===== config.mk =====
export PLATFORM = sky130hd
export DESIGN_NAME = gn3_mulq
export DESIGN_NICKNAME = d
export VERILOG_FILES = /design/src/hw/rtl/gn3_mulq.sv
export SDC_FILE = /design/constraint.sdc
export NUM_CORES = 1
export LEC_CHECK = 0
export BUFFER_PORTS_ARGS = -buffer_cell sky130_fd_sc_hd__buf_2
export CAP_MARGIN = 15
export CORE_ASPECT_RATIO = 2
export CORE_UTILIZATION = 60
export CTS_CLUSTER_SIZE = 12
export DETAILED_ROUTE_END_ITERATION = 8
export HOLD_SLACK_MARGIN = 0.08
export PLACE_DENSITY = 0.85
export SLEW_MARGIN = 20
export SYNTH_ARGS = -nofsm -noshare
export SYNTH_HDL_FRONTEND = slang
export SYNTH_SLANG_ARGS = --single-unit

===== constraint.sdc =====
create_clock -name clk -period 12.5 [get_ports clk]
set_input_delay 3.75 -clock clk [delete_from_list [all_inputs] [get_ports clk]]
set_output_delay 3.75 -clock clk [all_outputs]
set_load 0.02 [all_outputs]

===== src/hw/rtl/gn3_mulq.sv =====
`default_nettype none
// signed q-format product, rounded half up, one register stage
module gn3_mulq #(
  parameter int AW = 20,
  parameter int BW = 20,
  parameter int OW = 20,
  parameter int FB = 16
) (
  input  wire logic                 clk,
  input  wire logic                 en,
  input  wire logic signed [AW-1:0] a,
  input  wire logic signed [BW-1:0] b,
  output logic signed [OW-1:0]      p
);
  localparam int PW = AW + BW;
  logic signed [PW-1:0] prod;
  logic signed [PW-1:0] rnd;

  always_comb begin
    prod = PW'(a) * PW'(b);
    rnd  = (prod + (PW'(1) <<< (FB - 1))) >>> FB;
  end

  always_ff @(posedge clk) begin
    if (en) begin
      p <= OW'(rnd);
    end
  end
endmodule
`default_nettype wire


Word level (Yosys, flattened, before mapping) --
Index checks and enable logic that the tools add are counted.
Word-level totals: logic and storage cells 3, output and inout bits 20, input port bits 42, register bits 20
Cells by class: $mul 1, $add $sub $neg 1
Operators with widths (count):
- 36-bit by 17-bit adder with 36-bit output (second input constant) | 1
- 20-bit by 20-bit multiplier with 36-bit output | 1

Longest topological paths before layout --
Gate-level depths: netlist (run 1).
depth after elaboration 2, gate-level depth with buffers 26, gate-level depth less buffers 24

Worst setup path after synthesis (run 1) --
OpenSTA, ideal clock, no wires.
path kind input -> register, start in a[17], end reg p[14] (data pin), data arrival time 9.559 ns, path buffers 2, data required time 12.240 ns, setup slack 2.682 ns, library setup time 0.260 ns, stages on the path 21, cells stage by stage clkbuf_1 -> clkbuf_1 -> and2_1 -> fa_1 -> fa_1 -> fa_1 -> fa_1 -> fa_1 -> fa_1 -> inv_1 -> fa_1 -> inv_1 -> ha_1 -> and3_4 -> and4_4 -> or3_1 -> o221a_4 -> o2111ai_4 -> and2_4 -> o21ai_2 -> xor2_1
Between the ends: cells in the longest elaborated chain, start to end 2
Ends and longest elaborated chain:
- from (decl) | RTL line 11 | input wire logic signed [AW-1:0] a,
- 20-bit by 20-bit multiplier with 36-bit output | RTL line 20 | prod = PW'(a) * PW'(b);
- 36-bit by 17-bit adder with 36-bit output | RTL line 21 | rnd = (prod + (PW'(1) <<< (FB - 1))) >>> FB;
- via rnd[14] | RTL line 17 | logic signed [PW-1:0] rnd;
- to (signal assigned) | RTL line 26 | p <= OW'(rnd);
- to (decl) | RTL line 13 | output logic signed [OW-1:0] p
The timed path passes the listed nets, and every way through them passes these cells. A chain may end at the register's enable or synchronous reset.

Final worst setup path (run 1) --
start in a[13], end reg p[14] (data pin)
The elaborated chain is that of the path after synthesis.

==> results.py, run 1 <==
metrics = {
    "run_status": {
        "status": "finished with violations",
        "violations": "DRC",
    },
    "grt": {
        "grtUsageTotal": 0.3448,
        "grt_max_degree": 22,
        "grt_pass1_vias": 12220,
        "grt_pass1_wl_um": 61950,
        "grt-ovfl-total": 0,
        "antenna_found_initial": 1,
    },
    "worst_setup_path": {
        "crit_type": "input port to register",
        "critPathArrivalTime_ps": 10100,
        "end_kind": "register",
        "cp-start-kind": "input port",
        "crit_required_ps": 12490,
        "crit_fanout": 20,
    },
    "floorplanning": {
        "die_area_mm2": 0.02450,
        "start_util": 0.6132,
        "die_x_um": 111.2,
        "core_area_mm2": 0.02333,
        "io_pins": 62,
        "rows": 79,
        "die_height_um": 220.4,
    },
    "synth": {
        "synth_seq_area_share": 0.04198,
        "synth_top_cell_by_area": "fa_1",
        "synth_flop_cell": "edfxtp_1",
        "async_flop_share": 0,
        "synth_nets": 2027,
        "synth_compound_area_frac": 0.02991,
        "synth_edf_count": 20,
        "synth.area.mux_share": 0,
        "synth.avg_cell_area_um2": 9.505,
        "synth_seq_cells": 20,
        "synth_xor_area_frac": 0.02510,
        "synthAdderAreaFrac": 0.6208,
        "synthCells": 1505,
        "synthSimpleGateAreaFrac": 0.1581,
        "synth_warnings": 0,
        "synth_top_family_by_area": "adder cells",
        "synth_cell_types": 41,
        "synth_area_leaders": "fa_1 54%, inv_1 10%, and2_1 9.6%, ha_1 8.5%, nand2_1 4.3%",
        "syn-cell-area_mm2": 0.01430,
        "yosys.area.top_type_share": 0.5360,
    },
    "job": {
        "drv_cap": 0,
    },
    "drt": {
        "vias_per_cell": 5.780,
        "routedWlPerCell_um": 21.70,
        "ant_nets": 0,
        "num_vias": 10290,
        "firstDrtPassIters": 7,
        "wl_um": 38620,
        "drc": 4,
        "drtIter0Drc": 553,
    },
    "sta": {
        "rsz0062_at_grt": "false",
        "finalHoldViolCount": 0,
        "timing.final.crit_share": 0.8090,
        "setup_tns_ps": 0,
        "maxSlewViolCount": 0,
        "max_freq_mhz": 98.89,
        "final-setup-viol-count": 0,
        "tightestPinTransition_ps": 1046,
        "slew_headroom": 0.2966,
        "fin_crit_ps": 10110,
    },
    "layout": {
        "largest_register_ffs": 20,
        "multi_input_area_mm2": 0.01193,
        "fill_cells": 1869,
        "layout.nets": 2020,
        "regMostFlops": "p",
        "reg_top3": "p x20",
        "drive_gt1_frac": 0.05147,
        "syn_to_final_growth_pct": 3.236,
        "stdcell_count": 1780,
        "ff_latch_area_um2": 600.6,
    },
    "cts": {
        "post_cts_resized": 0,
        "cts_tree": "built",
        "cts-buffers-inserted": 3,
        "clkTransAtPathRegs_ps": 50,
        "cts.sinks": 20,
        "cts-htree-levels": 1,
        "hold_buffers": 0,
        "cts_root_buffer": "clkbuf_16",
        "clk_path_buf_depth": 2,
        "post_cts_buffers": 0,
    },
    "place": {
        "portBuffers": 61,
        "gp_congestion": 0.9530,
        "placedCellCount": 1776,
        "hpwl_um": 31790,
    },
    "hold_path": {
        "hp-class": "input port to register",
    },
}
-- cell usage in the layout, fill, tap and decap left out, types with 2 or more instances in the layout --
cell,instances
and3_1,2
a221oi_1,2
nand2_1,165
a31oi_1,3
nand3_1,4
fa_1,383
nor2_1,13
nand4_1,6
a21oi_1,17
clkbuf_16,3
xor2_1,10
nand2b_1,9
ha_1,97
nor3_1,5
xnor2_1,31
o21a_1,3
and2_1,219
edfxtp_1,20
o21ai_0,4
o21ai_1,3
o21ai_2,4
a21o_1,12
buf_2,61
o211ai_1,2
inv_1,399
o21bai_1,3
or3_1,2
-- synthesized netlist by cell type (4+ instances only) --
library cell	n
inv_1	399
xnor2_1	31
and2_1	219
nand2_1	165
xor2_1	10
nor2_1	13
nand4_1	6
nand2b_1	9
edfxtp_1	20
o21ai_2	4
o21ai_0	4
nor3_1	5
ha_1	97
clkbuf_1	72
a21o_1	12
nand3_1	4
fa_1	383
a21oi_1	17
-- per-stage QoR --
stage / utilization / instance area [um2] / setup WS (ps) / hold slack [ps]
3_5_place_dp: 0.6297 / 14690 / 2246 / 4192
5_1_grt: 0.6331 / 14770 / 2160 / 3997
6_report: 0.6331 / 14770 / 2388 / 3976
3_3_place_gp: 0.6297 / 14690 / 2359 / 4194
4_1_cts: 0.6330 / 14770 / 2513 / 3985
2_1_floorplan: - / 14310 / 2682 / 3863
-- layout make-up --
| cell class | instances | share of cell area |
|---|---|---|
| Multi-Input combinational cell | 1012 | 0.8078 |
| Inverter | 400 | 0.1017 |
| Sequential cell | 20 | 0.04067 |
| Tap cell | 283 | 0.02398 |
| Timing Repair Buffer | 61 | 0.02067 |
| Clock buffer | 3 | 0.005083 |
| Antenna cell | 1 | 0.0001694 |
-- metal layers --
metal / wire (um) / track usage
met1: 10500 / 0.3006
met2: 20920 / 0.6425
met3: 2228 / 0.05505
met4: 4975 / 0.3599
met5: 0 / 0
-- cells by family (layout without fill, tap and decap cells) --
| logic type | Yosys count | count (layout) |
|---|---|---|
| DFF | 20 | 20 |
| and+or+nand+nor | 432 | 432 |
| xor gates and xnor gates | 41 | 41 |
| adders and majority gates | 480 | 480 |
| buffers and inverters | 473 | 464 |
| AOI/OAI and AO/OA | 59 | 59 |
| other | 0 | 1 |
-- final timing paths --
check / slack (ps) / startpoint / to / depth (start not counted)
max: 2390 / a[13] / p[14] / 21
min: 3980 / en / p[0] / 1
-- critical path, cell delays in order --
cell and delay (ps):
buf_2 240, and2_1 250, fa_1 530, inv_1 60, fa_1 530, inv_1 50, fa_1 490, inv_1 50
fa_1 780, fa_1 500, fa_1 480, fa_1 500, inv_1 40, ha_1 370, a21oi_1 210, a21oi_2 110
or3_1 410, o2111ai_4 270, and2_4 220, o21ai_2 70, xor2_1 150
Power of run 1 is left out: the tool's default activity adds up to more than one toggle a clock period on the data nets, which glitch-free logic cannot reach.
==> inputs of run 2 (changes only) <==
- clock period: 12.5 -> 10.6 ns (I/O delays scaled with it)
==> run 2 against run 1 <==
  * The run still ends with DRC left
  * Final cell count hardly changed
  * Sequential cell count did not move
  * Global-route usage down 0.57 points
  * First-iteration DRC count is 8.1% lower
  * Sequential share of layout area hardly changed
  * Wire length fell by 2.2%
==> results.py, run 2 (same netlist as run 1, synthesis figures left out) <==
metrics = {
    "floorplanning": {
        "io_pins": 62,
        "die_area_mm2": 0.02450,
        "rows": 79,
        "die_x_um": 111.2,
        "start_util": 0.6132,
        "core_area_mm2": 0.02333,
        "die_height_um": 220.4,
    },
    "grt": {
        "grtUsageTotal": 0.3392,
        "grt-ovfl-total": 0,
        "grt_max_degree": 22,
        "grt_pass1_vias": 12180,
        "grt_pass1_wl_um": 61480,
        "antenna_found_initial": 1,
    },
    "cts": {
        "clkTransAtPathRegs_ps": 50,
        "cts_root_buffer": "clkbuf_16",
        "cts-htree-levels": 1,
        "cts.sinks": 20,
        "post_cts_buffers": 0,
        "cts_tree": "built",
        "post_cts_resized": 0,
        "clk_path_buf_depth": 2,
        "cts-buffers-inserted": 3,
        "hold_buffers": 0,
    },
    "layout": {
        "layout.nets": 2021,
        "fin_area_mm2": 0.01478,
        "largest_register_ffs": 20,
        "regMostFlops": "p",
        "fill_cells": 1859,
        "layout_common_cells": "399 x inv_1, 383 x fa_1, 219 x and2_1",
        "stdcell_count": 1781,
        "reg_top3": "p x20",
        "drive_gt1_frac": 0.05210,
        "final_common_cell": "inv_1",
        "syn_to_final_growth_pct": 3.289,
    },
    "sta": {
        "final-setup-viol-count": 0,
        "rsz0062_at_grt": "false",
        "worst_hold_slack_ps": 3406,
        "tightestPinTransition_ps": 1062,
        "max_freq_mhz": 105.6,
        "finalHoldViolCount": 0,
        "setup_tns_ps": 0,
        "maxSlewViolCount": 0,
        "timing.final.crit_share": 0.8932,
        "fin_crit_ps": 9468,
        "slew_headroom": 0.2855,
    },
    "hold_path": {
        "hp-class": "input port to register",
    },
    "drt": {
        "num_vias": 10240,
        "vias_per_cell": 5.750,
        "routedWlPerCell_um": 21.20,
        "drc": 4,
        "ant_nets": 0,
        "wl_um": 37760,
        "firstDrtPassIters": 7,
        "drtIter0Drc": 508,
    },
    "run_status": {
        "status": "finished with violations",
        "violations": "DRC",
    },
    "worst_setup_path": {
        "crit_required_ps": 10590,
        "cp-start-kind": "input port",
        "critPathArrivalTime_ps": 9460,
        "crit_type": "input port to register",
        "end_kind": "register",
        "crit_fanout": 20,
    },
    "place": {
        "portBuffers": 61,
        "placedCellCount": 1777,
        "gp_congestion": 0.9577,
        "hpwl_um": 31410,
        "placed_area_mm2": 0.01470,
    },
    "job": {
        "drv_cap": 0,
    },
}
run 2: area by class of cell:
class / count / area, um2 / share of cell area
well taps: 283 / 354.1 / 0.02396
multi-input cells: 1012 / 11930 / 0.8073
clock buffers: 3 / 75.07 / 0.005081
flip-flops and latches: 20 / 600.6 / 0.04065
diodes: 1 / 2.502 / 0.0001694
repair buffers: 62 / 312.8 / 0.02117
inverters: 400 / 1501 / 0.1016
run 2: stage by stage:
stage,setup WS (ps),utilization
floorplan,1352,-
global placement,1022,0.6301
detailed placement,907.8,0.6301
CTS,1167,0.6333
global route,884.1,0.6334
finish,1132,0.6334
run 2: path summary, 6_finish.rpt:
check / from / cells after the start / slack [ps] / to
hold / removal: en / 1 / 3410 / p[0]
setup / recovery: b[5] / 20 / 1130 / p[14]
run 2: critical path, stage by stage:
cell and delay (ps):
buf_2 240, and2_1 240, fa_1 550, inv_1 60
fa_1 540, inv_1 50, fa_1 480, fa_1 710
fa_1 480, fa_1 510, fa_1 420, ha_1 420
a21o_1 240, nand3_1 110, a21oi_2 90, or3_1 410
o2111ai_4 260, and2_4 220, o21ai_2 70, xor2_1 160
run 2: per-layer routing:
metal,wire (um),share of wire,GRT usage
met1,10570,0.28,0.3002
met2,20220,0.54,0.6321
met3,1748,0.046,0.04245
met4,5223,0.14,0.3626
met5,0,0,0
Power of run 2 is left out for the same reason.
==> inputs of run 3 (changes only) <==
- PLACE_DENSITY: 0.85 -> 0.81
==> run 3 against run 2 <==
  * The run still ends with DRC left
  * Fmax fell by 0.16%
  * Final cell count did not move
  * Count of clock-buffer cells in the layout did not move
  * First-iteration DRC count rose by 19%
  * Worst setup slack got worse by 15 ps
  * Critical path depth fell by 1
  * Utilization barely moved
  * Wire length fell by 0.47%
  * Highest routed layer unchanged
  * Die area did not move
  * Design area barely moved
==> results.py, run 3 (same netlist as run 1, synthesis figures left out) <==
metrics = {
    "sta": {
        "setup_tns_ps": 0,
        "fin_crit_ps": 9483,
        "layout_setup_ws_ps": 1117,
        "final-setup-viol-count": 0,
        "tightestPinTransition_ps": 1117,
        "finalHoldViolCount": 0,
        "timing.final.crit_share": 0.8946,
        "rsz0062_at_grt": "false",
        "max_freq_mhz": 105.5,
        "maxSlewViolCount": 0,
        "slew_headroom": 0.2483,
    },
    "cts": {
        "clkTransAtPathRegs_ps": 50,
        "cts.sinks": 20,
        "clk_path_buf_depth": 2,
        "post_cts_buffers": 0,
        "cts-htree-levels": 1,
        "cts_root_buffer": "clkbuf_16",
        "cts-buffers-inserted": 3,
        "cts_tree": "built",
        "hold_buffers": 0,
        "post_cts_resized": 0,
    },
    "layout": {
        "drive_gt1_frac": 0.05207,
        "regMostFlops": "p",
        "fin_area_mm2": 0.01478,
        "final_common_cell": "inv_1",
        "layout.nets": 2021,
        "largest_register_ffs": 20,
        "layout_common_cells": "399 x inv_1, 383 x fa_1, 219 x and2_1",
        "syn_to_final_growth_pct": 3.298,
        "n_antenna_cell": 0,
        "reg_top3": "p x20",
    },
    "worst_setup_path": {
        "cp-start-kind": "input port",
        "crit_required_ps": 10600,
        "crit_type": "input port to register",
        "crit_fanout": 20,
        "end_kind": "register",
        "critPathArrivalTime_ps": 9480,
    },
    "grt": {
        "antenna_found_initial": 0,
        "grt-ovfl-total": 0,
        "grt_pass1_wl_um": 60240,
        "grt_max_degree": 22,
        "grtUsageTotal": 0.3347,
        "grt_pass1_vias": 11960,
    },
    "drt": {
        "firstDrtPassIters": 7,
        "num_vias": 10210,
        "vias_per_cell": 5.732,
        "routedWlPerCell_um": 21.10,
        "drtIter0Drc": 607,
        "ant_nets": 0,
        "drc": 5,
        "wl_um": 37580,
    },
    "floorplanning": {
        "rows": 79,
        "die_x_um": 111.2,
        "core_area_mm2": 0.02333,
        "io_pins": 62,
        "start_util": 0.6132,
        "die_area_mm2": 0.02450,
        "die_height_um": 220.4,
    },
    "place": {
        "hpwl_um": 31090,
        "gp_congestion": 0.9310,
        "placed_area_mm2": 0.01470,
        "portBuffers": 61,
        "place_ws_ps": 954.6,
    },
    "run_status": {
        "status": "finished with violations",
        "violations": "DRC",
    },
    "hold_path": {
        "hp-class": "input port to register",
    },
    "job": {
        "drv_cap": 0,
    },
}
==> run 3: cell count changes in the layout (fill, tap and decap cells not counted) <==
cell,before,now
diode_2,1,0
clkinv_1,0,1
==> run 3: metal layers <==
| layer | vias up | wire length, um | track usage |
|---|---|---|---|
| met4 | 0 | 5023 | 0.3563 |
| met1 | 5284 | 10300 | 0.2949 |
| li1 | 4270 | - | - |
| met2 | 447 | 20280 | 0.6279 |
| met5 | - | 0 | 0 |
| met3 | 207 | 1982 | 0.03917 |
==> run 3: layout make-up <==
cell class              instances  area [um2]
inverters                     400        1501
clock buffers                   3       75.07
flip-flops and latches         20       600.6
clock inverters                 1       3.754
multi-input cells            1012       11930
repair buffers                 62       312.8
fillers                      1921        8551
well taps                     283       354.1
==> run 3: per-stage QoR <==
step / utilization / instances / hold slack, ps
3_5_place_dp: 0.6301 / 1777 / 3624
3_3_place_gp: 0.6301 / 1777 / 3624
6_report: 0.6334 / 1781 / 3412
4_1_cts: 0.6334 / 1781 / 3421
2_1_floorplan: - / 1505 / 3293
5_1_grt: 0.6334 / 1781 / 3430
==> run 3: path summary, 6_finish.rpt <==
check / to / cells after the start / slack, ps / start
setup / recovery: p[14] / 19 / 1120 / b[5]
hold / removal: p[0] / 1 / 3410 / en
==> run 3: critical path: stages <==
cell and delay (ps):
buf_2 380, nand2_1 150, fa_1 530, fa_1 570
fa_1 540, inv_1 60, fa_1 740, fa_1 500
fa_1 520, fa_1 420, ha_1 360, and3_4 200
and4_4 190, or3_1 320, o221a_4 240, o2111ai_4 130
and2_4 220, o21ai_2 70, xor2_1 150
Power of run 3 is left out for the same reason.
